[src/sv/lsep_pkg.sv]
// Package for the LED strip effect pattern core.
// Holds the mode, command and register codes, sizes and the rainbow palette.
// No dependencies.
package lsep_pkg;

  localparam int unsigned MAX_WIDTH     = 256;
  localparam int unsigned MAX_POSITIONS = 10;

  localparam int unsigned COLOR_W = 24;
  localparam int unsigned X_W     = 8;
  localparam int unsigned WIDTH_W = $clog2(MAX_WIDTH + 1);
  localparam int unsigned CNT_W   = $clog2(MAX_POSITIONS + 1);
  // signed position: covers minus (MAX_POSITIONS-1) up to MAX_WIDTH
  localparam int unsigned POS_W   = WIDTH_W + 1;
  localparam int unsigned ADDR_W  = 5;
  localparam int unsigned DATA_W  = 32;

  typedef logic [COLOR_W-1:0]      color_t;
  typedef logic signed [POS_W-1:0] pos_t;

  typedef enum logic [2:0] {
    MODE_OFF       = 3'd0,
    MODE_FLASH     = 3'd1,
    MODE_ALTERNATE = 3'd2,
    MODE_RUNNING   = 3'd3,
    MODE_RAINBOW   = 3'd4,
    MODE_RANDOM    = 3'd5
  } mode_e;

  typedef enum logic [1:0] {
    CMD_QUERY   = 2'd0,
    CMD_ADVANCE = 2'd1,
    CMD_RESTART = 2'd2
  } cmd_e;

  typedef enum logic [2:0] {
    REG_EFFECT_MODE    = 3'd0,
    REG_COLOR_ON       = 3'd1,
    REG_COLOR_OFF      = 3'd2,
    REG_STRIP_WIDTH    = 3'd3,
    REG_POSITION_COUNT = 3'd4
  } reg_e;

  localparam logic [WIDTH_W-1:0] STRIP_WIDTH_RST    = WIDTH_W'(8);
  localparam logic [CNT_W-1:0]   POSITION_COUNT_RST = CNT_W'(1);

  localparam color_t PALETTE [MAX_POSITIONS] = '{
    24'h00FF00, 24'hFFFF00, 24'hFFA500, 24'hFF0000, 24'h800080,
    24'h0000FF, 24'h00FF00, 24'hFFFF00, 24'hFFA500, 24'hFF0000
  };

endpackage

[src/sv/led_strip_effect_pattern_core.sv]
// LED strip effect pattern core: pattern state, APB registers, output skid.
// Depends on lsep_pkg.
//
//  channel  | signals                                   | request moves
//  ---------+-------------------------------------------+-------------------------------
//  in       | in_valid_i / in_ready_o                   | command_i, pixel_x_i, random_bit_i
//  out      | out_valid_o / out_ready_i                 | pixel_color_o (queries only)
//  config   | psel penable pwrite paddr pwdata prdata   | one 32-bit register, 4*index
//
// One request per cycle while in_ready_o is high. A query is resolved with ten parallel
// position comparators and is registered as the result, in the skid while the output stalls.
// Advance and restart update the position registers at acceptance and give no result.
// A skid register behind the result register keeps the input open while one
// result waits; in_ready_o drops only while both hold a result.
// Reset (rst_ni low, asynchronous) loads the register defaults and sets
// position i to minus i.
module led_strip_effect_pattern_core
  import lsep_pkg::*;
(
  input  logic               clk_i,
  input  logic               rst_ni,

  input  logic               in_valid_i,
  output logic               in_ready_o,
  input  logic [1:0]         command_i,
  input  logic [X_W-1:0]     pixel_x_i,
  input  logic               random_bit_i,

  output logic               out_valid_o,
  input  logic               out_ready_i,
  output logic [COLOR_W-1:0] pixel_color_o,

  input  logic               psel,
  input  logic               penable,
  input  logic               pwrite,
  input  logic [ADDR_W-1:0]  paddr,
  input  logic [DATA_W-1:0]  pwdata,
  output logic [DATA_W-1:0]  prdata,
  output logic               pready
);

  // ---------------------------------------------------------------
  // Configuration registers
  // ---------------------------------------------------------------
  logic [2:0]         mode_q;
  color_t             color_on_q;
  color_t             color_off_q;
  logic [WIDTH_W-1:0] strip_width_q;
  logic [CNT_W-1:0]   position_count_q;

  logic       cfg_write;
  logic [2:0] cfg_index;

  assign pready    = 1'b1;
  assign cfg_write = psel & penable & pwrite & pready;
  assign cfg_index = paddr[4:2];

  always_ff @(posedge clk_i or negedge rst_ni) begin
    if (!rst_ni) begin
      mode_q           <= MODE_OFF;
      color_on_q       <= '0;
      color_off_q      <= '0;
      strip_width_q    <= STRIP_WIDTH_RST;
      position_count_q <= POSITION_COUNT_RST;
    end else if (cfg_write) begin
      case (reg_e'(cfg_index))
        REG_EFFECT_MODE:    mode_q           <= pwdata[2:0];
        REG_COLOR_ON:       color_on_q       <= pwdata[COLOR_W-1:0];
        REG_COLOR_OFF:      color_off_q      <= pwdata[COLOR_W-1:0];
        REG_STRIP_WIDTH:    strip_width_q    <= pwdata[WIDTH_W-1:0];
        REG_POSITION_COUNT: position_count_q <= pwdata[CNT_W-1:0];
        default: ;  // writes beyond the register list are dropped
      endcase
    end
  end

  always_comb begin
    prdata = '0;
    case (reg_e'(cfg_index))
      REG_EFFECT_MODE:    prdata = DATA_W'(mode_q);
      REG_COLOR_ON:       prdata = DATA_W'(color_on_q);
      REG_COLOR_OFF:      prdata = DATA_W'(color_off_q);
      REG_STRIP_WIDTH:    prdata = DATA_W'(strip_width_q);
      REG_POSITION_COUNT: prdata = DATA_W'(position_count_q);
      default:            prdata = '0;
    endcase
  end

  // Clamp count and width to what the hardware holds.
  logic [CNT_W-1:0]   act_cnt;
  logic [WIDTH_W-1:0] eff_w;
  assign act_cnt = (position_count_q > CNT_W'(MAX_POSITIONS)) ?
                   CNT_W'(MAX_POSITIONS) : position_count_q;
  assign eff_w   = (strip_width_q > WIDTH_W'(MAX_WIDTH)) ?
                   WIDTH_W'(MAX_WIDTH) : strip_width_q;

  // ---------------------------------------------------------------
  // Handshake
  // ---------------------------------------------------------------
  logic in_fire, out_take, query_fire;
  logic out_valid_q, out_valid_d, skid_valid_q, skid_valid_d;
  color_t out_data_q, out_data_d, skid_data_q, skid_data_d;

  assign in_ready_o = ~skid_valid_q;
  assign in_fire    = in_valid_i & in_ready_o;
  assign out_take   = out_valid_q & out_ready_i;
  assign query_fire = in_fire & (cmd_e'(command_i) == CMD_QUERY);

  // ---------------------------------------------------------------
  // Pixel query: ten parallel comparators, lowest index wins
  // ---------------------------------------------------------------
  pos_t   pos_q [MAX_POSITIONS];
  pos_t   pos_d [MAX_POSITIONS];
  pos_t   x_pos;
  logic   hit;
  color_t hit_color;
  color_t query_color;

  assign x_pos = {{(POS_W - X_W){1'b0}}, pixel_x_i};

  always_comb begin
    hit       = 1'b0;
    hit_color = color_off_q;
    // walk down so the lowest matching index is the last to land
    for (int i = MAX_POSITIONS - 1; i >= 0; i--) begin
      if ((CNT_W'(i) < act_cnt) && (pos_q[i] == x_pos)) begin
        hit       = 1'b1;
        hit_color = PALETTE[i];
      end
    end
  end

  always_comb begin
    query_color = color_off_q;
    case (mode_e'(mode_q))
      MODE_OFF:       query_color = color_off_q;
      MODE_FLASH:     query_color = pos_q[0][0] ? color_off_q : color_on_q;
      MODE_ALTERNATE: query_color = (pos_q[0][0] ^ pixel_x_i[0]) ? color_off_q : color_on_q;
      MODE_RUNNING:   query_color = hit ? color_on_q : color_off_q;
      MODE_RAINBOW:   query_color = hit_color;
      MODE_RANDOM:    query_color = random_bit_i ? color_on_q : color_off_q;
      default:        query_color = color_off_q;
    endcase
  end

  // ---------------------------------------------------------------
  // Position update on advance and restart
  // ---------------------------------------------------------------
  pos_t width_pos;
  pos_t pos_inc [MAX_POSITIONS];

  assign width_pos = {1'b0, eff_w};

  always_comb begin
    for (int i = 0; i < MAX_POSITIONS; i++) begin
      pos_inc[i] = pos_q[i] + pos_t'(1);
      pos_d[i]   = pos_q[i];
    end
    if (in_fire) begin
      case (cmd_e'(command_i))
        CMD_ADVANCE: begin
          case (mode_e'(mode_q))
            MODE_FLASH, MODE_ALTERNATE: begin
              // position 0 toggles between 0 and 1
              pos_d[0] = (pos_inc[0] >= pos_t'(2)) ? '0 : pos_inc[0];
            end
            MODE_RUNNING, MODE_RAINBOW: begin
              for (int i = 0; i < MAX_POSITIONS; i++) begin
                if (CNT_W'(i) < act_cnt) begin
                  pos_d[i] = (pos_inc[i] >= width_pos) ? '0 : pos_inc[i];
                end
              end
            end
            default: ;  // other modes hold the positions
          endcase
        end
        CMD_RESTART: begin
          for (int i = 0; i < MAX_POSITIONS; i++) begin
            if (CNT_W'(i) < act_cnt) begin
              pos_d[i] = -pos_t'(i);
            end
          end
        end
        default: ;
      endcase
    end
  end

  always_ff @(posedge clk_i or negedge rst_ni) begin
    if (!rst_ni) begin
      for (int i = 0; i < MAX_POSITIONS; i++) begin
        pos_q[i] <= -pos_t'(i);
      end
    end else begin
      for (int i = 0; i < MAX_POSITIONS; i++) begin
        pos_q[i] <= pos_d[i];
      end
    end
  end

  // ---------------------------------------------------------------
  // Result register and skid
  // ---------------------------------------------------------------
  always_comb begin
    out_valid_d  = out_valid_q;
    out_data_d   = out_data_q;
    skid_valid_d = skid_valid_q;
    skid_data_d  = skid_data_q;
    if (skid_valid_q) begin
      // input is closed; drain the skid into the result register
      if (out_take) begin
        out_data_d   = skid_data_q;
        skid_valid_d = 1'b0;
      end
    end else if (query_fire) begin
      if (!out_valid_q || out_take) begin
        out_valid_d = 1'b1;
        out_data_d  = query_color;
      end else begin
        skid_valid_d = 1'b1;
        skid_data_d  = query_color;
      end
    end else if (out_take) begin
      out_valid_d = 1'b0;
    end
  end

  always_ff @(posedge clk_i or negedge rst_ni) begin
    if (!rst_ni) begin
      out_valid_q  <= 1'b0;
      skid_valid_q <= 1'b0;
    end else begin
      out_valid_q  <= out_valid_d;
      skid_valid_q <= skid_valid_d;
    end
  end

  always_ff @(posedge clk_i) begin
    out_data_q  <= out_data_d;
    skid_data_q <= skid_data_d;
  end

  assign out_valid_o   = out_valid_q;
  assign pixel_color_o = out_data_q;

  // ---------------------------------------------------------------
  // Assertions
  // ---------------------------------------------------------------
  a_skid_behind_out: assert property (@(posedge clk_i) disable iff (!rst_ni)
    skid_valid_q |-> out_valid_q)
    else $error("skid holds a result while the result register is empty");

  a_query_gives_result: assert property (@(posedge clk_i) disable iff (!rst_ni)
    query_fire |=> out_valid_q)
    else $error("accepted query left no result");

  a_no_result_invented: assert property (@(posedge clk_i) disable iff (!rst_ni)
    (in_fire && !query_fire && !out_valid_q) |=> !out_valid_q)
    else $error("result appeared without a query");

  a_flash_range: assert property (@(posedge clk_i) disable iff (!rst_ni)
    (in_fire && (cmd_e'(command_i) == CMD_ADVANCE) &&
     ((mode_e'(mode_q) == MODE_FLASH) || (mode_e'(mode_q) == MODE_ALTERNATE)))
    |=> ((pos_q[0] == pos_t'(0)) || (pos_q[0] == pos_t'(1))))
    else $error("flash step left its two-value range");

endmodule
[config.mk]
export PLATFORM = sky130hd
export DESIGN_NAME = led_strip_effect_pattern_core
export DESIGN_NICKNAME = d
export VERILOG_FILES = /design/src/sv/lsep_pkg.sv /design/src/sv/led_strip_effect_pattern_core.sv
export SDC_FILE = /design/constraint.sdc
export NUM_CORES = 1
export LEC_CHECK = 0
export BUFFER_PORTS_ARGS = -buffer_cell sky130_fd_sc_hd__buf_4
export CELL_PAD_IN_SITES_DETAIL_PLACEMENT = 1
export CELL_PAD_IN_SITES_GLOBAL_PLACEMENT = 2
export CORE_ASPECT_RATIO = 0.6
export CORE_MARGIN = 5
export CORE_UTILIZATION = 39
export CTS_CLUSTER_DIAMETER = 200
export DETAILED_ROUTE_END_ITERATION = 10
export PLACE_DENSITY = 0.9
export SLEW_MARGIN = 10
export SYNTH_ARGS = -nofsm -noshare
export SYNTH_HDL_FRONTEND = slang
export SYNTH_SLANG_ARGS = --single-unit
[constraint.sdc]
create_clock -name clk_i -period 3.92 [get_ports clk_i]
set_input_delay 0.588 -clock clk_i [delete_from_list [all_inputs] [get_ports clk_i]]
set_output_delay 0.588 -clock clk_i [all_outputs]
set_load 0.005 [all_outputs]
-- Yosys cells after proc, flatten, opt, wreduce, memory -nomap -nowiden
Index checks and enable logic that the tools add are counted.
- register bits: 214
- input port bits: 55
- output and inout port bits: 59
- logic and storage cells: 216
- add/sub/neg operators: 10
- $lt $le $gt $ge: 23
- equal/unequal tests: 45
- multiplexer cells: 73
- bitwise gates (word level): 8
- reduce and logical (&&, ||, !) cells: 38
- operators by type and width (cell ; count):
    24-bit 2-to-1 mux ; 18
    10-bit 2-to-1 mux ; 31
    24-bit one-hot mux with 5 select lines ; 2
    100-bit one-hot mux with 2 select lines ; 1
    10-bit by 2-bit adder with 10-bit output, second input constant ; 10
    10-bit by 9-bit == test with 1-bit output ; 10
    10-bit >= comparator ; 10
    90-bit 2-to-1 mux ; 1
    5-bit AND reduction ; 10
    2-bit != test, second input constant ; 21
    10-bit one-hot mux with 2 select lines ; 1
    1-bit 2-to-1 mux ; 17
    3-bit by 4-bit < comparator with 1-bit output, first input constant ; 4
    3-bit by 2-bit == test with 1-bit output, second input constant ; 4
    10-bit by 3-bit >= comparator with 1-bit output, second input constant ; 1
    1-bit logical AND ; 10
    2-bit AND reduction ; 5
    3-bit == test, second input constant ; 3
    9-bit > comparator, second input constant ; 1
    9-bit 2-to-1 mux ; 1
    3-bit AND reduction ; 3
    1-bit by 4-bit < comparator with 1-bit output, first input constant ; 2
    2-bit by 4-bit < comparator with 1-bit output, first input constant ; 2
    4-bit < comparator, first input constant ; 2
    16 further kinds ; 27

-- Depth between registers and ports, before layout
- word-level depth: 19
- depth in mapped cells: 14
- mapped depth without buffers: 14

-- Worst setup path before layout
OpenSTA, ideal clock, no wires.
- path kind: reg-to-reg
- start point: reg skid_valid_q
- end point: reg skid_data_q[0] (enable)
- library setup time: 0.440 ns
- arrival time: 2.966 ns
- data required time: 3.480 ns
- slack: 0.514 ns
- stages on the path, launching flop included: 6
- path buffers: 2
- clock period less this slack: 3.406 ns
- cell sequence: dfrtp_1 clkbuf_1 inv_1 clkbuf_1 nand3_1 nor3b_1
- word-level cells in the longest chain between the ends: 4
- ends and longest elaborated chain (element ; line ; RTL):
    start, declared ; led_strip_effect_pattern_core.sv:101 ; logic out_valid_q, out_valid_d, skid_valid_q, skid_valid_d;
    start signal, assigned ; led_strip_effect_pattern_core.sv:234 ; skid_valid_q <= skid_valid_d;
    1-bit inverter (no source line) * ; n/a ;
    via in_ready_o ; led_strip_effect_pattern_core.sv:24 ; output logic in_ready_o,
    1-bit AND ; led_strip_effect_pattern_core.sv:105 ; assign in_fire = in_valid_i & in_ready_o;
    1-bit AND ; led_strip_effect_pattern_core.sv:107 ; assign query_fire = in_fire & (cmd_e'(command_i) == CMD_QUERY);
    3-bit AND reduction (no source line) * ; n/a ;
    end signal, assigned ; led_strip_effect_pattern_core.sv:240 ; skid_data_q <= skid_data_d;
    end, declared ; led_strip_effect_pattern_core.sv:102 ; color_t out_data_q, out_data_d, skid_data_q, skid_data_d;
The timed path passes the listed nets; every way through them passes the cells marked *.
A chain may end at the register's enable or synchronous reset.

-- Final worst setup path
- start point: reg pos_q[90] (netlist bit)
- end point: reg pos_q[96] (netlist bit)
- word-level cells in the longest chain between the ends: 6
- elaborated cells between the ends (all ways): 8
- classes of those cells: 1 x add/sub; 2 x order compare; 5 x mux
- ends and longest elaborated chain (element ; line ; RTL):
    start, declared ; led_strip_effect_pattern_core.sv:112 ; pos_t pos_q [MAX_POSITIONS];
    start signal, assigned by index ; led_strip_effect_pattern_core.sv:192 ; pos_q[i] <= -pos_t'(i);
    start signal, assigned by index ; led_strip_effect_pattern_core.sv:196 ; pos_q[i] <= pos_d[i];
    10-bit by 2-bit adder with 10-bit output * ; led_strip_effect_pattern_core.sv:156 ; pos_inc[i] = pos_q[i] + pos_t'(1);
    10-bit >= comparator ; led_strip_effect_pattern_core.sv:170 ; pos_d[i] = (pos_inc[i] >= width_pos) ? '0 : pos_inc[i];
    10-bit 2-to-1 mux ; led_strip_effect_pattern_core.sv:170 ;
    10-bit 2-to-1 mux ; led_strip_effect_pattern_core.sv:169 ; if (CNT_W'(i) < act_cnt) begin
    10-bit one-hot mux with 2 select lines * ; led_strip_effect_pattern_core.sv:162 ; case (mode_e'(mode_q))
    100-bit one-hot mux with 2 select lines * ; led_strip_effect_pattern_core.sv:160 ; case (cmd_e'(command_i))
Mark *: on every way between the ends. The rest lies on a longest branch, timed or not. The select of a mux whose other input is x is not followed.

==> out/qor.csv <==
stage,metric,value,unit
hold_path,Hold/Removal Path Class,input port to asynchronous set/reset pin,
drt,M1 wire length,26.70,mm
global_routing,antenna violations before repair,0,
logic_synthesis,main combinational cell family by area after synthesis,compound AO/OA/AOI/OAI gates,
floorplan,Die H,164.0,um
floorplan,site row count,56,
drt,wire length on met3,4.810,mm
drt,first drt pass iteration count,5,
logic_synthesis,simple logic cell fraction of the synthesized area,16.76,%
finish,fillers,4459,
floorplan,die area,0.04376,mm^2
clock_network,Worst-Skew Late Latency,550,ps
global_routing,global-route wire length before repair,86.51,mm
clock_network,maximum clock path buffer count,3,
floorplan,Core Box Area,0.03903,mm^2
sta,PnR worst setup slack,242.6,ps
setup_path,Critical Path RT,4380,ps
finish,layout cells sized above 1,21.24,%
sta,hold_ws,70.27,ps
clock_network,H-Tree Depth,1,
drt,Routed wire per std cell,24.58,um
drt,met2 WL post-DR,24.00,mm
drt,DRC marker count from the first detailed-route iteration,1444,
finish,final net count,1913,
finish,diode count,0,
logic_synthesis,Area contributors post-synth,"dfrtp_1 (14%), dfstp_2 (13%), edfxtp_1 (9.3%), ha_1 (8.2%), mux2_2 (5.6%)",
logic_synthesis,register area share after synthesis,36.92,%
sta,RSZ-0062 raised after global routing,false,
clock_network,clock sinks,214,
place,Final Wtd Congestion,0.9168,
setup_path,CP Class,register to register,
drt,vias,13833,
clock_network,post-cts gate resize count,0,
sta,Slew @ Worst Pin,1269,ps
place,port bufs,94,
logic_synthesis,Synth Flop Type,dfrtp_1,
status,status,completed,
setup_path,worst-path fanout max,10,
drt,vias per std cell,6.022,
sta,post-route minimum period,3677,ps
floorplan,Initial Util,39.52,%
power,peak supply drop,361.1,uV
sta,post-route clock period utilization,93.81,%
clock_network,Num CTS Buffers,24,
finish,Area Overhead vs Synth,14.93,%
sta,Fmax achieved,271.9,MHz
logic_synthesis,most frequent cell after synthesis,nand2_1,
clock_network,CTS tree,built,
logic_synthesis,XOR/XNOR Fraction of Synth Area,9.086,%
drt,Residual DRC,0,
logic_synthesis,ys async rst share,77.57,%
logic_synthesis,Avg Inst Size Synth,9.236,um^2
global_routing,GR Util All Layers,25.32,%
place,pre-CTS WS,205.5,ps
logic_synthesis,mux share of post-synthesis cell area,6.595,%
logic_synthesis,post-synth cell types,75,
drt,Top Layer Used,met4,
logic_synthesis,Post-Synth Adder-Cell Area,8.193,%
power,power density over cell area,654.5,mW/mm^2
clock_network,clock slew at reported path FFs,70,ps
clock_network,Post-CTS Setup Repair Bufs,0,
logic_synthesis,register bit total from synthesis,214,
drt,Routed WL,56.46,mm
sta,Final Skew,14.08,ps
global_routing,global route overflow,0,
sta,Slew Limit Headroom,14.83,%
power,leakage,7.542,nW
global_routing,vias in the first global route,14140,
logic_synthesis,Ys Warns,0,
setup_path,critical path startpoint category,register,
finish,multi-input logic area,0.009146,mm^2
place,cell area after placement,0.01685,mm^2
logic_synthesis,post-synthesis compound-gate area fraction,18.24,%
logic_synthesis,mapped cell area,0.01542,mm^2
logic_synthesis,"area leader, netlist",dfrtp_1,
setup_path,endpoint class of the critical path,register,
finish,register area,0.005694,mm^2
clock_network,Post-CTS Hold Fix Bufs,0,
logic_synthesis,Synth top area share,14.12,%
global_routing,pin count of the biggest net entering global routing,73,
place,DP HPWL,42.15,mm
sta,Final Setup Violations,0,
logic_synthesis,Post-synth EDFFs,48,
clock_network,CTS Root Cell,clkbuf_16,
logic_synthesis,list of most frequent post-synthesis cells,"nand2_1 (148), a21oi_1 (129), nor2_1 (118)",
floorplan,chip width,266.7,um
flow_run,max_cap viols,0,
logic_synthesis,Syn Inst Count,1670,
drt,ANT nets after route,0,
sta,Fin Setup TNS,0,ps
finish,final instance area,0.01773,mm^2
sta,Final Hold Fails,0,
floorplan,# IOs,114,
finish,final core occ,45.42,%
setup_path,"Arr. time, crit path",4140,ps
sta,fin. max-slew vios,0,
[routing by layer]
layer | vias to the layer above | GRT usage, %
met4 | 0 | 4.164
li1 | 6222 | -
met3 | 58 | 6.034
met5 | - | 0
met1 | 7076 | 38.42
met2 | 477 | 37.21
[logic make-up (layout without fill, tap and decap cells)]
logic type	Yosys count	count (layout)
multiplexers	91	91
XOR/XNOR	160	160
buffers and inverters	146	244
adder cells (fa/ha/maj)	101	101
flip-flops	214	214
other	2	9
AO/OA/AOI/OAI	439	439
AND/OR/NAND/NOR	517	517
[state kept, by name (all words and copies together), names as in the netlist]
signal / count
color_off_q: 24
skid_data_q: 24
position_count_q: 4
pixel_color_o: 24
out_valid_o: 1
mode_q: 3
pos_q: 100
strip_width_q: 9
color_on_q: 24
skid_valid_q: 1
[placed cells by master, fill, tap and decap left out, types with 9 or more instances in the layout]
master,netlist,routed
nor2_1,118,118
xor2_1,67,67
mux2_2,77,77
nand3_1,64,64
nand4_1,20,20
inv_1,40,40
o31ai_1,19,19
o22ai_1,20,20
o21a_1,17,17
a21oi_1,129,128
buf_4,14,157
edfxtp_1,48,48
or3_1,27,27
xnor2_1,93,93
a22o_1,30,30
a211oi_1,10,10
nor3_1,28,26
dfrtp_1,87,87
mux2i_1,12,12
a21o_1,30,30
a22oi_1,16,15
and3_1,21,21
nor2b_1,11,10
dfstp_2,79,79
o21ai_0,87,87
a211o_1,10,10
conb_1,2,9
nand2_1,148,148
ha_1,101,101
nand2b_1,32,32
nor4_1,11,10
a31oi_1,16,16
o211ai_1,13,13
clkbuf_16,0,24
[path summary, 6_finish.rpt]
kind	from	end	slack [ps]	cells past startpoint
worst min-delay path	rst_ni	pos_q[61]	70	1
max in group asynchronous	rst_ni	color_off_q[17]	2980	2
worst max-delay path	pos_q[90]	pos_q[96]	240	12
worst max register to register	pos_q[90]	pos_q[96]	240	12
min in group clk_i	out_ready_i	skid_valid_q	240	2
worst min register to register	strip_width_q[3]	strip_width_q[3]	520	2
[critical path, cell delays in order (launching register included)]
cell,delay (ps)
dfrtp_1,560
ha_1,330
nand2_1,110
nor2_1,330
and3_1,240
xor2_1,280
ha_1,300
a211o_1,310
nor3_1,140
o21ai_0,160
a21oi_2,420
o21ai_0,170
a31oi_1,210
[stage by stage]
stage                     total power, mW  std cells
after detailed placement            8.903       2253
after floorplan                     7.168       1677
after global routing                12.37       2297
final                               11.60       2297
after global placement              8.557       2253
after CTS                           11.55       2297
[final cells by class]
cell class,count,area share [%]
tap,522,3.684
timing repair buffer,159,6.825
sequential,214,32.12
multi-input combinational,1317,51.60
clock buffer,26,3.430
clock inverter,18,1.475
inverter,41,0.8682
[power breakdown]
group          switching, mW  internal (mW)  leakage, nW
Combinational           2.81           2.15         4.73
Clock                   1.05           1.53        0.418
Sequential             0.935           3.14         2.39
Total                   4.79           6.81         7.54
No activity file was read; power rests on OpenSTA's default activity.
